--- src/hdl/midi_track_event_parser_macros.svh ---
// assertion macros for the midi track event parser
// used by the top level only; clk and rst are taken from the including scope
`ifndef MIDI_TRACK_EVENT_PARSER_MACROS_SVH
`define MIDI_TRACK_EVENT_PARSER_MACROS_SVH

`ifndef SYNTHESIS

// same-cycle implication
`define MTEP_ASSERT_IMP(lbl, ante, cons) \
  lbl: assert property (@(posedge clk) disable iff (rst) (ante) |-> (cons)) \
    else $error("mtep assertion failed");

// next-cycle implication
`define MTEP_ASSERT_NXT(lbl, ante, cons) \
  lbl: assert property (@(posedge clk) disable iff (rst) (ante) |=> (cons)) \
    else $error("mtep assertion failed");

`else

`define MTEP_ASSERT_IMP(lbl, ante, cons)
`define MTEP_ASSERT_NXT(lbl, ante, cons)

`endif

`endif

--- src/hdl/mtep_pkg.sv ---
// types and constants shared by the midi track event parser modules
// no dependencies
`timescale 1ns / 1ps
`default_nettype none

package mtep_pkg;

  typedef struct packed {
    logic [7:0] data_byte;
    logic       track_start;
    logic       track_last;
  } in_word_t;

  typedef struct packed {
    logic [1:0]  kind;
    logic [7:0]  status_byte;
    logic [7:0]  first_data;
    logic [7:0]  second_data;
    logic [31:0] event_tick;
    logic [23:0] tempo_us;
  } out_word_t;

  // status from the parse core to the top level
  typedef struct packed {
    logic fire;
    logic done;
  } core_stat_t;

  localparam logic [1:0] KIND_CHANNEL = 2'd0;
  localparam logic [1:0] KIND_TEMPO   = 2'd1;
  localparam logic [1:0] KIND_END     = 2'd2;

  localparam logic [7:0] ST_META      = 8'hFF;
  localparam logic [7:0] ST_SYSEX     = 8'hF0;
  localparam logic [7:0] ST_SYSEX_ESC = 8'hF7;
  localparam logic [3:0] HI_PROGRAM   = 4'hC;
  localparam logic [3:0] HI_PRESSURE  = 4'hD;
  localparam logic [7:0] META_END     = 8'h2F;
  localparam logic [7:0] META_TEMPO   = 8'h51;

endpackage

`default_nettype wire

--- src/hdl/mtep_core.sv ---
// parse state of one track and the per-byte decode
// depends on mtep_pkg
`timescale 1ns / 1ps
`default_nettype none

module mtep_core (
  input  wire logic              clk,
  input  wire logic              rst,
  input  wire logic              en,
  input  wire mtep_pkg::in_word_t  item,
  output mtep_pkg::core_stat_t   stat,
  output mtep_pkg::out_word_t    res
);
  import mtep_pkg::*;

  typedef enum logic [3:0] {
    PH_DELTA     = 4'd0,
    PH_STATUS    = 4'd1,
    PH_DATA1     = 4'd2,
    PH_DATA2     = 4'd3,
    PH_META_TYPE = 4'd4,
    PH_META_LEN  = 4'd5,
    PH_SYSEX_LEN = 4'd6,
    PH_SKIP      = 4'd7,
    PH_TEMPO     = 4'd8
  } phase_t;

  phase_t      phase, phase_next;
  logic [31:0] tick_count, tick_count_next;
  logic [7:0]  last_status, last_status_next;
  logic [7:0]  current_status, current_status_next;
  logic [27:0] varlen_acc, varlen_acc_next;
  logic [2:0]  varlen_bytes, varlen_bytes_next;
  logic [7:0]  meta_type, meta_type_next;
  logic [27:0] skip_left, skip_left_next;
  logic [7:0]  held_data, held_data_next;
  logic [23:0] tempo_acc, tempo_acc_next;
  logic        track_done, track_done_next;

  logic        fire;

  always_comb begin
    phase_t      ph;
    logic [31:0] tk;
    logic [7:0]  rs, cs, mt, hd, b, st;
    logic [27:0] va, sl, vl_acc, sl_dec;
    logic [2:0]  vb;
    logic [23:0] ta;
    logic        dn, vl_done;

    b = item.data_byte;
    // track start clears the track state before the byte is parsed
    ph = item.track_start ? PH_DELTA : phase;
    tk = item.track_start ? 32'd0 : tick_count;
    rs = item.track_start ? 8'd0 : last_status;
    cs = item.track_start ? 8'd0 : current_status;
    va = item.track_start ? 28'd0 : varlen_acc;
    vb = item.track_start ? 3'd0 : varlen_bytes;
    mt = item.track_start ? 8'd0 : meta_type;
    sl = item.track_start ? 28'd0 : skip_left;
    hd = item.track_start ? 8'd0 : held_data;
    ta = item.track_start ? 24'd0 : tempo_acc;
    dn = item.track_start ? 1'b0 : track_done;

    phase_next          = ph;
    tick_count_next     = tk;
    last_status_next    = rs;
    current_status_next = cs;
    varlen_acc_next     = va;
    varlen_bytes_next   = vb;
    meta_type_next      = mt;
    skip_left_next      = sl;
    held_data_next      = hd;
    tempo_acc_next      = ta;
    track_done_next     = dn;

    fire = 1'b0;
    res  = '0;

    vl_acc  = {va[20:0], b[6:0]};
    vl_done = !b[7] || (vb >= 3'd3);
    sl_dec  = sl - 28'd1;
    st      = (b[7]) ? b : rs;

    if (!dn) begin
      unique case (ph)
        PH_DELTA: begin
          varlen_acc_next   = vl_acc;
          varlen_bytes_next = vb + 3'd1;
          if (vl_done) begin
            tick_count_next   = tk + {4'd0, vl_acc};
            varlen_acc_next   = '0;
            varlen_bytes_next = '0;
            phase_next        = PH_STATUS;
          end
        end
        PH_STATUS: begin
          last_status_next    = st;
          current_status_next = st;
          varlen_acc_next     = '0;
          varlen_bytes_next   = '0;
          if (st == ST_META) begin
            if (!b[7]) begin
              meta_type_next = b;
              phase_next     = PH_META_LEN;
            end else begin
              phase_next = PH_META_TYPE;
            end
          end else if (st == ST_SYSEX || st == ST_SYSEX_ESC) begin
            phase_next = PH_SYSEX_LEN;
            // data byte in status position opens the sysex length
            if (!b[7]) begin
              skip_left_next = {21'd0, b[6:0]};
              phase_next     = (b[6:0] != 7'd0) ? PH_SKIP : PH_DELTA;
            end
          end else if (!b[7]) begin
            if (st[7:4] == HI_PROGRAM || st[7:4] == HI_PRESSURE) begin
              fire            = 1'b1;
              res.kind        = KIND_CHANNEL;
              res.status_byte = st;
              res.first_data  = b;
              phase_next      = PH_DELTA;
            end else begin
              held_data_next = b;
              phase_next     = PH_DATA2;
            end
          end else begin
            phase_next = PH_DATA1;
          end
        end
        PH_DATA1: begin
          if (cs[7:4] == HI_PROGRAM || cs[7:4] == HI_PRESSURE) begin
            fire            = 1'b1;
            res.kind        = KIND_CHANNEL;
            res.status_byte = cs;
            res.first_data  = b;
            phase_next      = PH_DELTA;
          end else begin
            held_data_next = b;
            phase_next     = PH_DATA2;
          end
        end
        PH_DATA2: begin
          fire            = 1'b1;
          res.kind        = KIND_CHANNEL;
          res.status_byte = cs;
          res.first_data  = hd;
          res.second_data = b;
          phase_next      = PH_DELTA;
        end
        PH_META_TYPE: begin
          meta_type_next    = b;
          varlen_acc_next   = '0;
          varlen_bytes_next = '0;
          phase_next        = PH_META_LEN;
        end
        PH_META_LEN: begin
          varlen_acc_next   = vl_acc;
          varlen_bytes_next = vb + 3'd1;
          if (vl_done) begin
            varlen_acc_next   = '0;
            varlen_bytes_next = '0;
            if (mt == META_END) begin
              fire            = 1'b1;
              res.kind        = KIND_END;
              track_done_next = 1'b1;
              phase_next      = PH_DELTA;
            end else if (mt == META_TEMPO && vl_acc == 28'd3) begin
              tempo_acc_next = '0;
              skip_left_next = 28'd3;
              phase_next     = PH_TEMPO;
            end else begin
              skip_left_next = vl_acc;
              phase_next     = (vl_acc != 28'd0) ? PH_SKIP : PH_DELTA;
            end
          end
        end
        PH_SYSEX_LEN: begin
          varlen_acc_next   = vl_acc;
          varlen_bytes_next = vb + 3'd1;
          if (vl_done) begin
            varlen_acc_next   = '0;
            varlen_bytes_next = '0;
            skip_left_next    = vl_acc;
            phase_next        = (vl_acc != 28'd0) ? PH_SKIP : PH_DELTA;
          end
        end
        PH_SKIP: begin
          skip_left_next = sl_dec;
          if (sl_dec == 28'd0) begin
            phase_next = PH_DELTA;
          end
        end
        PH_TEMPO: begin
          tempo_acc_next = {ta[15:0], b};
          skip_left_next = sl_dec;
          if (sl_dec == 28'd0) begin
            fire         = 1'b1;
            res.kind     = KIND_TEMPO;
            res.tempo_us = {ta[15:0], b};
            phase_next   = PH_DELTA;
          end
        end
        default: begin
          phase_next = PH_DELTA;
        end
      endcase

      // last byte of the chunk ends the track, with a word only if none went out
      if (item.track_last && !track_done_next) begin
        track_done_next = 1'b1;
        if (!fire) begin
          fire     = 1'b1;
          res      = '0;
          res.kind = KIND_END;
        end
      end
    end

    res.event_tick = tick_count_next;
  end

  assign stat.fire = fire;
  assign stat.done = track_done;

  always_ff @(posedge clk) begin
    if (rst) begin
      phase          <= PH_DELTA;
      tick_count     <= '0;
      last_status    <= '0;
      current_status <= '0;
      varlen_acc     <= '0;
      varlen_bytes   <= '0;
      meta_type      <= '0;
      skip_left      <= '0;
      held_data      <= '0;
      tempo_acc      <= '0;
      track_done     <= 1'b0;
    end else if (en) begin
      phase          <= phase_next;
      tick_count     <= tick_count_next;
      last_status    <= last_status_next;
      current_status <= current_status_next;
      varlen_acc     <= varlen_acc_next;
      varlen_bytes   <= varlen_bytes_next;
      meta_type      <= meta_type_next;
      skip_left      <= skip_left_next;
      held_data      <= held_data_next;
      tempo_acc      <= tempo_acc_next;
      track_done     <= track_done_next;
    end
  end

endmodule

`default_nettype wire

--- src/hdl/midi_track_event_parser.sv ---
// MIDI track event parser: takes track chunk bytes, one word per cycle when
// not stalled, and gives channel messages, tempo changes and end of track.
// Channel "item" carries one byte word (data_byte, track_start, track_last).
// Channel "result" carries one event word (kind, status_byte, first_data,
// second_data, event_tick, tempo_us); kind 0 channel, 1 tempo, 2 end.
// Both channels: a word moves on a rising edge with valid high, stall low.
// Each accepted byte is decoded against the parse state in the cycle it is
// accepted; its event word, if any, shows on result in the next cycle.
// Throughput is one byte per cycle while item_stall is low; the single
// result register follows the decode logic.
// A byte gives at most one event; many bytes (delta, meta bodies) give none.
// item_stall rises only while a result word is held and result_stall is high;
// a byte is then taken in the same cycle the held word leaves.
// Reset (rst, synchronous) clears the parse state and drops any held word.
// Bytes after the end of a track are taken and ignored until track_start.
// track_start on a byte clears tick, running status and state before that
// byte is parsed.
// Depends on mtep_pkg, mtep_core and the assertion macro header.
`timescale 1ns / 1ps
`default_nettype none
`include "midi_track_event_parser_macros.svh"

module midi_track_event_parser (
  input  wire logic                clk,
  input  wire logic                rst,
  input  wire logic                item_valid,
  output logic                     item_stall,
  input  wire mtep_pkg::in_word_t  item,
  output logic                     result_valid,
  input  wire logic                result_stall,
  output mtep_pkg::out_word_t      result
);
  import mtep_pkg::*;

  logic       accept;
  core_stat_t stat;
  out_word_t  res;

  assign item_stall = result_valid && result_stall;
  assign accept     = item_valid && !item_stall;

  mtep_core u_core (
    .clk  (clk),
    .rst  (rst),
    .en   (accept),
    .item (item),
    .stat (stat),
    .res  (res)
  );

  always_ff @(posedge clk) begin
    if (rst) begin
      result_valid <= 1'b0;
    end else if (accept) begin
      result_valid <= stat.fire;
    end else if (!result_stall) begin
      result_valid <= 1'b0;
    end
  end

  // payload holds while stalled since accept is low then
  always_ff @(posedge clk) begin
    if (accept && stat.fire) begin
      result <= res;
    end
  end

  `MTEP_ASSERT_IMP(a_kind_known, result_valid, result.kind == KIND_CHANNEL || result.kind == KIND_TEMPO || result.kind == KIND_END)
  `MTEP_ASSERT_IMP(a_non_channel_zero, result_valid && result.kind != KIND_CHANNEL, result.status_byte == 8'd0 && result.first_data == 8'd0 && result.second_data == 8'd0)
  `MTEP_ASSERT_IMP(a_silent_after_done, accept && !item.track_start && stat.done, !stat.fire)
  `MTEP_ASSERT_NXT(a_fire_shows, accept && stat.fire, result_valid && result.kind == $past(res.kind))

endmodule

`default_nettype wire
--- config.mk ---
export PLATFORM = sky130hd
export DESIGN_NAME = midi_track_event_parser
export DESIGN_NICKNAME = d
export VERILOG_FILES = /design/src/hdl/mtep_pkg.sv /design/src/hdl/mtep_core.sv /design/src/hdl/midi_track_event_parser.sv
export VERILOG_INCLUDE_DIRS = /design/src /design/src/hdl
export SDC_FILE = /design/constraint.sdc
export NUM_CORES = 1
export LEC_CHECK = 0
export ABC_CLOCK_PERIOD_IN_PS = 7310
export BUFFER_PORTS_ARGS = -buffer_cell sky130_fd_sc_hd__buf_2
export CAP_MARGIN = 30
export CORE_AREA = 2 2 191 193
export DETAILED_ROUTE_END_ITERATION = 8
export DIE_AREA = 0 0 193 195
export SLEW_MARGIN = 20
export SYNTH_ARGS = -nofsm -noshare
export SYNTH_HDL_FRONTEND = slang
export SYNTH_SLANG_ARGS = --single-unit
export TNS_END_PERCENT = 20
--- constraint.sdc ---
create_clock -name clk -period 7.31 [get_ports clk]
set_input_delay 0.731 -clock clk [delete_from_list [all_inputs] [get_ports clk]]
set_output_delay 0.731 -clock clk [all_outputs]
set_load 0.03 [all_outputs]
* Yosys cells after proc, flatten, opt, wreduce, memory -nomap -nowiden
Index checks and enable logic that the tools add are counted.
Cells by class: $lt $le $gt $ge 1, $add $sub $neg 3, eq/ne operators 19, mux-type cells 100, reductions and logical operators 19
Operators by type and width (count):
- two-way mux 28 bit | 12
- two-way mux 24 bit | 7
- two-way mux 82 bit | 2
- two-way mux 8 bit | 19
- two-way mux 32 bit | 4
- case mux 28 bit (4 select lines) | 1
- case mux 28 bit (2 select lines) | 1
- two-way mux 18 bit | 3
- two-way mux 4 bit | 12
- case mux 16 bit (3 select lines) | 1
- case mux 24 bit (2 select lines) | 1
- adder 32 x 28 -> 32 bit | 1
- two-way mux 16 bit | 2
- case mux 8 bit (2 select lines) | 2
- == test 28 x 2 -> 1 bit (second input constant) | 1
- zero test 28 bit | 1
- case mux 4 bit (7 select lines) | 1
- nonzero test 28 bit | 1
- subtractor 28 x 1 -> 28 bit (second input constant) | 1
- == test 8 bit (second input constant) | 3
- == test 4 bit (second input constant) | 5
- two-way mux 1 bit | 20
- == test 4 x 3 -> 1 bit (second input constant) | 4
- two-way mux 3 bit | 5
- other kinds (18) | 32
Word-level totals: output and inout bits 84, bits in registers 235, logic and storage cells 160, bits of input ports 14

* Longest topological paths before layout
word-level depth 13, mapped depth 18, gate-level depth less buffers 12

* Hierarchy
Synthesis repeated with hierarchy kept, for this count alone.
Unflattened totals: cells, all modules 1322, area total of the unflattened synthesis 11695.0 µm²
By module, submodules not included:
- mtep_core | cells each 1233, times used 1, seq. area each 2742.6 µm², area an instance 9183.8 µm²
- midi_track_event_parser | cells each 89, times used 1, seq. area each 2482.4 µm², area an instance 2511.2 µm²

* Least setup slack after synthesis
No wires, ideal clock.
kind input to register, from in item[1] in the netlist's numbering, to reg result[0] in the netlist's numbering (enable), setup time 0.447 ns, cell stages on the path 15, data arrival time 4.932 ns, setup slack 1.932 ns, path through buf_2 buf_1 clkbuf_1 clkbuf_1 clkbuf_1 nor2b_1 ha_1 inv_1 ha_1 and2_1 clkbuf_1 or3_1 nor2b_1 nand2_1 o21a_1
Between the ends: word-level cells in the longest chain between the ends 13
Ends and longest elaborated chain:
- from (decl) | line midi_track_event_parser.sv:28 | input wire mtep_pkg::in_word_t item,
- parallel branches: the longest is 11 deep, another holds subtractor 28 x 1 -> 28 bit
- two-way mux 1 bit (*) | line mtep_core.sv:85 | if (!dn) begin
- logical AND 1 bit (*) | line midi_track_event_parser.sv:63 | if (accept && stat.fire) begin
- to (signal assigned) | line midi_track_event_parser.sv:64 | result <= res;
- to (decl) | line midi_track_event_parser.sv:31 | output mtep_pkg::out_word_t result
Every way passes the cells marked *. The select of a mux whose other input is x is not followed. A chain may end at the register's enable or synchronous reset.

==> impl_metrics.yaml <==
yosys:
  ys_types: 81
  syn_nets: 1497
  synthCells: 1450
  ys_seq_area_share_pct: 42.5
  async_reset_ff_share_pct: 0
  ys_warn_count: 0
  synth-edff-count: 82
  avgSynthCellArea_sq_um: 8.49
  synth_area_sq_um: 12300
  ys_ff_latch: 220
  ys.flop_type: "dfxtp_1"
clock_tree:
  h-tree-depth: 1
  cts-hold-fix-buffers: 0
  clk_latency_ps: 550
  cts_buffers: 25
  cts_sinks: 220
  clockBufferDepth: 3
  post_cts_buffers: 0
  tritoncts: "yes"
  ctsResizeCount: 0
  cts.clk_slew.worst_paths_ps: 60
  cts_root_buf: "clkbuf_16"
critical_path:
  cp_cell_sequence: "buf_4, buf_4, nor2b_1, ha_1, inv_1, fa_1, nor2b_1, o31a_1, o21ai_0, o21ai_0, a31o_2, a221oi_1, xnor2_1, o21ai_0"
  cpPeakStageDelay_ps: 710
  critPathBufInv: 3
  crit_type: "primary input to flip-flop"
  cp_top_family: "compound AO/OA/AOI/OAI gates"
  cp.required_ps: 7590
  end_kind: "flip-flop"
  arrival_ps: 4640
  cpMaxStageDelayCell: "buf_4"
  worstPathMaxFanout: 81
  cp_common_cell: "o21ai_0"
  start_kind: "primary input"
  cp-startpoint: "item[1]"
  r2r-start: "u_core.skip_left[2]"
routing:
  first_pass_iters: 7
  drt-initial-drc-count: 857
  post_drt_wl_per_cell_microns: 18.4
  vias_per_cell: 5.68
  ant_nets: 0
  wl_microns: 36400
  vias: 11200
  drc_errors: 0
layout:
  nets: 1543
  finalNonFillerCells: 1977
  final_common_cell: "nand2_1"
  area_delta_synth_final_pct: 13.8
  final_cell_mix: "nand2_1 (177), nor2_1 (149), dfxtp_1 (138)"
  finalInstanceArea_sq_um: 14000
  drive_above_1_share_pct: 12.5
placement:
  hpwl_microns: 24700
  port_buffers: 97
  dp.cells: 1928
  placed_cell_area_sq_um: 13200
  place.gp.congestion: 0.902
power:
  power_density_nw_per_um2: 204
  vdd_drop_max_mv: 0.145
  p_leak_nw: 5.24
run_status:
  status: "completed"
timing:
  hold_slack_ps: 450
  fmax_mhz: 229
  final.setup_skew_ps: 25.2
  drv_slew: 0
  fin_crit_sh_pct: 59.7
  relSlewSlack_pct: 37.4
  final-hold-violation-count: 0
  tns_ps: 0
  worst_pin_slew_ps: 940
  rsz0062_at_grt: "no"
  period_minus_slack_ps: 4360
  setup_viol: 0
min_path:
  hold_path_class: "flip-flop to flip-flop"
  min_from: "u_core.tick_count[0]"
run:
  drv_cap: 0
floorplanning:
  io_pins: 98
  start_util_pct: 34.8
  fp.dieW_microns: 193
  rows: 69
  die_h_microns: 195
  dieArea_sq_um: 37600
  coreArea_sq_um: 35400
grt:
  grt.total_usage_pct: 19.0
  antenna_found_initial: 0
  grt_pass1_vias: 10300
  grt_pass1_wl_microns: 57400
  grt-ovfl-total: 0
  grt_max_degree: 89
## report_power, final
part,internal [mW],switching [mW]
Sequential,1.30,0.0179
Combinational,0.0710,0.197
Clock,0.736,0.528
## worst reg2reg max path, stage by stage, from the launching register on
cell	delay [ps]
dfxtp_1	420
or4_1	780
nor4_4	580
nand4_1	280
xor2_1	300
nand4bb_1	160
nor4b_1	560
and4_1	720
and2_1	240
## logic make-up (layout without fill, tap and decap cells)
| group | count (synthesis) | in the layout | synth area share (%) |
|---|---|---|---|
| AO/OA/AOI/OAI | 415 | 415 | 22.2 |
| XOR/XNOR | 30 | 30 | 2.13 |
| adder cells (fa/ha/maj) | 33 | 33 | 3.42 |
| buffers and inverters | 130 | 195 | 4.18 |
| flip-flops | 220 | 220 | 42.5 |
| multiplexers | 7 | 7 | 0.610 |
| other | 0 | 1 | 0 |
| AND/OR/NAND/NOR | 615 | 615 | 25.0 |
## stage by stage
stage                     worst slack, ps  total power [mW]  util [%]
after floorplan                      1930              1.53         -
after global placement               2440              1.61      37.1
after detailed placement             2470              1.61      37.2
after CTS                            3010              2.88      39.5
after global routing                 2620              2.96      39.6
final                                2950              2.85      39.6
## layer usage
metal	global-route usage, %	vias to the layer above	wire [microns]
li1	-	5419	-
met1	26.4	5369	16600
met2	30.6	365	16500
met3	2.35	68	2300
met4	5.92	0	1070
met5	0	-	0
## path summary, 6_finish.rpt
| check | endpoint | slack, ps | cells after the start |
|---|---|---|---|
| max | result[50] | 2950 | 14 |
| min | u_core.tick_count[0] | 450 | 2 |
| max reg2reg | result[15] | 3150 | 8 |
| min reg2reg | u_core.tick_count[0] | 450 | 2 |
## registers in the layout, indices dropped and copies added, names as in the netlist
signal and count:
result 82, u_core.tick_count 32, u_core.skip_left 28, u_core.varlen_acc 21, u_core.tempo_acc 16, u_core.current_status 8, u_core.held_data 8, u_core.last_status 8
u_core.meta_type 8, u_core.phase 4, u_core.varlen_bytes 3, result_valid 1, u_core.track_done 1
## Yosys cell counts, drive strengths merged (6+ instances only)
cell | instances | area share, %
nand3 | 37 | 1.5
buf | 16 | 0.70
xor2 | 12 | 0.85
a211oi | 11 | 0.67
nand2b | 11 | 0.56
clkbuf | 88 | 2.7
a222oi | 7 | 0.57
inv | 26 | 0.79
o31ai | 17 | 1.0
nor3b | 12 | 0.73
or4 | 10 | 0.67
o21bai | 7 | 0.43
a21boi | 6 | 0.37
o21ai | 94 | 3.8
nor2b | 59 | 3.0
nor4 | 16 | 1.0
nand4 | 23 | 1.2
o211ai | 6 | 0.37
edfxtp | 82 | 20
nor4b | 9 | 0.64
nor3 | 28 | 1.1
dfxtp | 138 | 22
a21oi | 107 | 4.4
a22oi | 64 | 3.9
a221oi | 10 | 0.76
nand2 | 177 | 5.4
ha | 32 | 3.3
a31oi | 9 | 0.46
and2 | 37 | 1.9
a21o | 10 | 0.61
nor2 | 149 | 4.5
or3 | 14 | 0.71
xnor2 | 18 | 1.3
and3 | 14 | 0.71
## area by class of cell
type,instances,area [sq um]
fillers,3591,21400
multi-input cells,1100,6590
flip-flops and latches,220,5230
repair buffers,123,693
clock buffers,33,686
well taps,461,577
clock inverters,13,140
inverters,26,97.6
diodes,1,2.50
No activity file was read; power rests on OpenSTA's default activity.
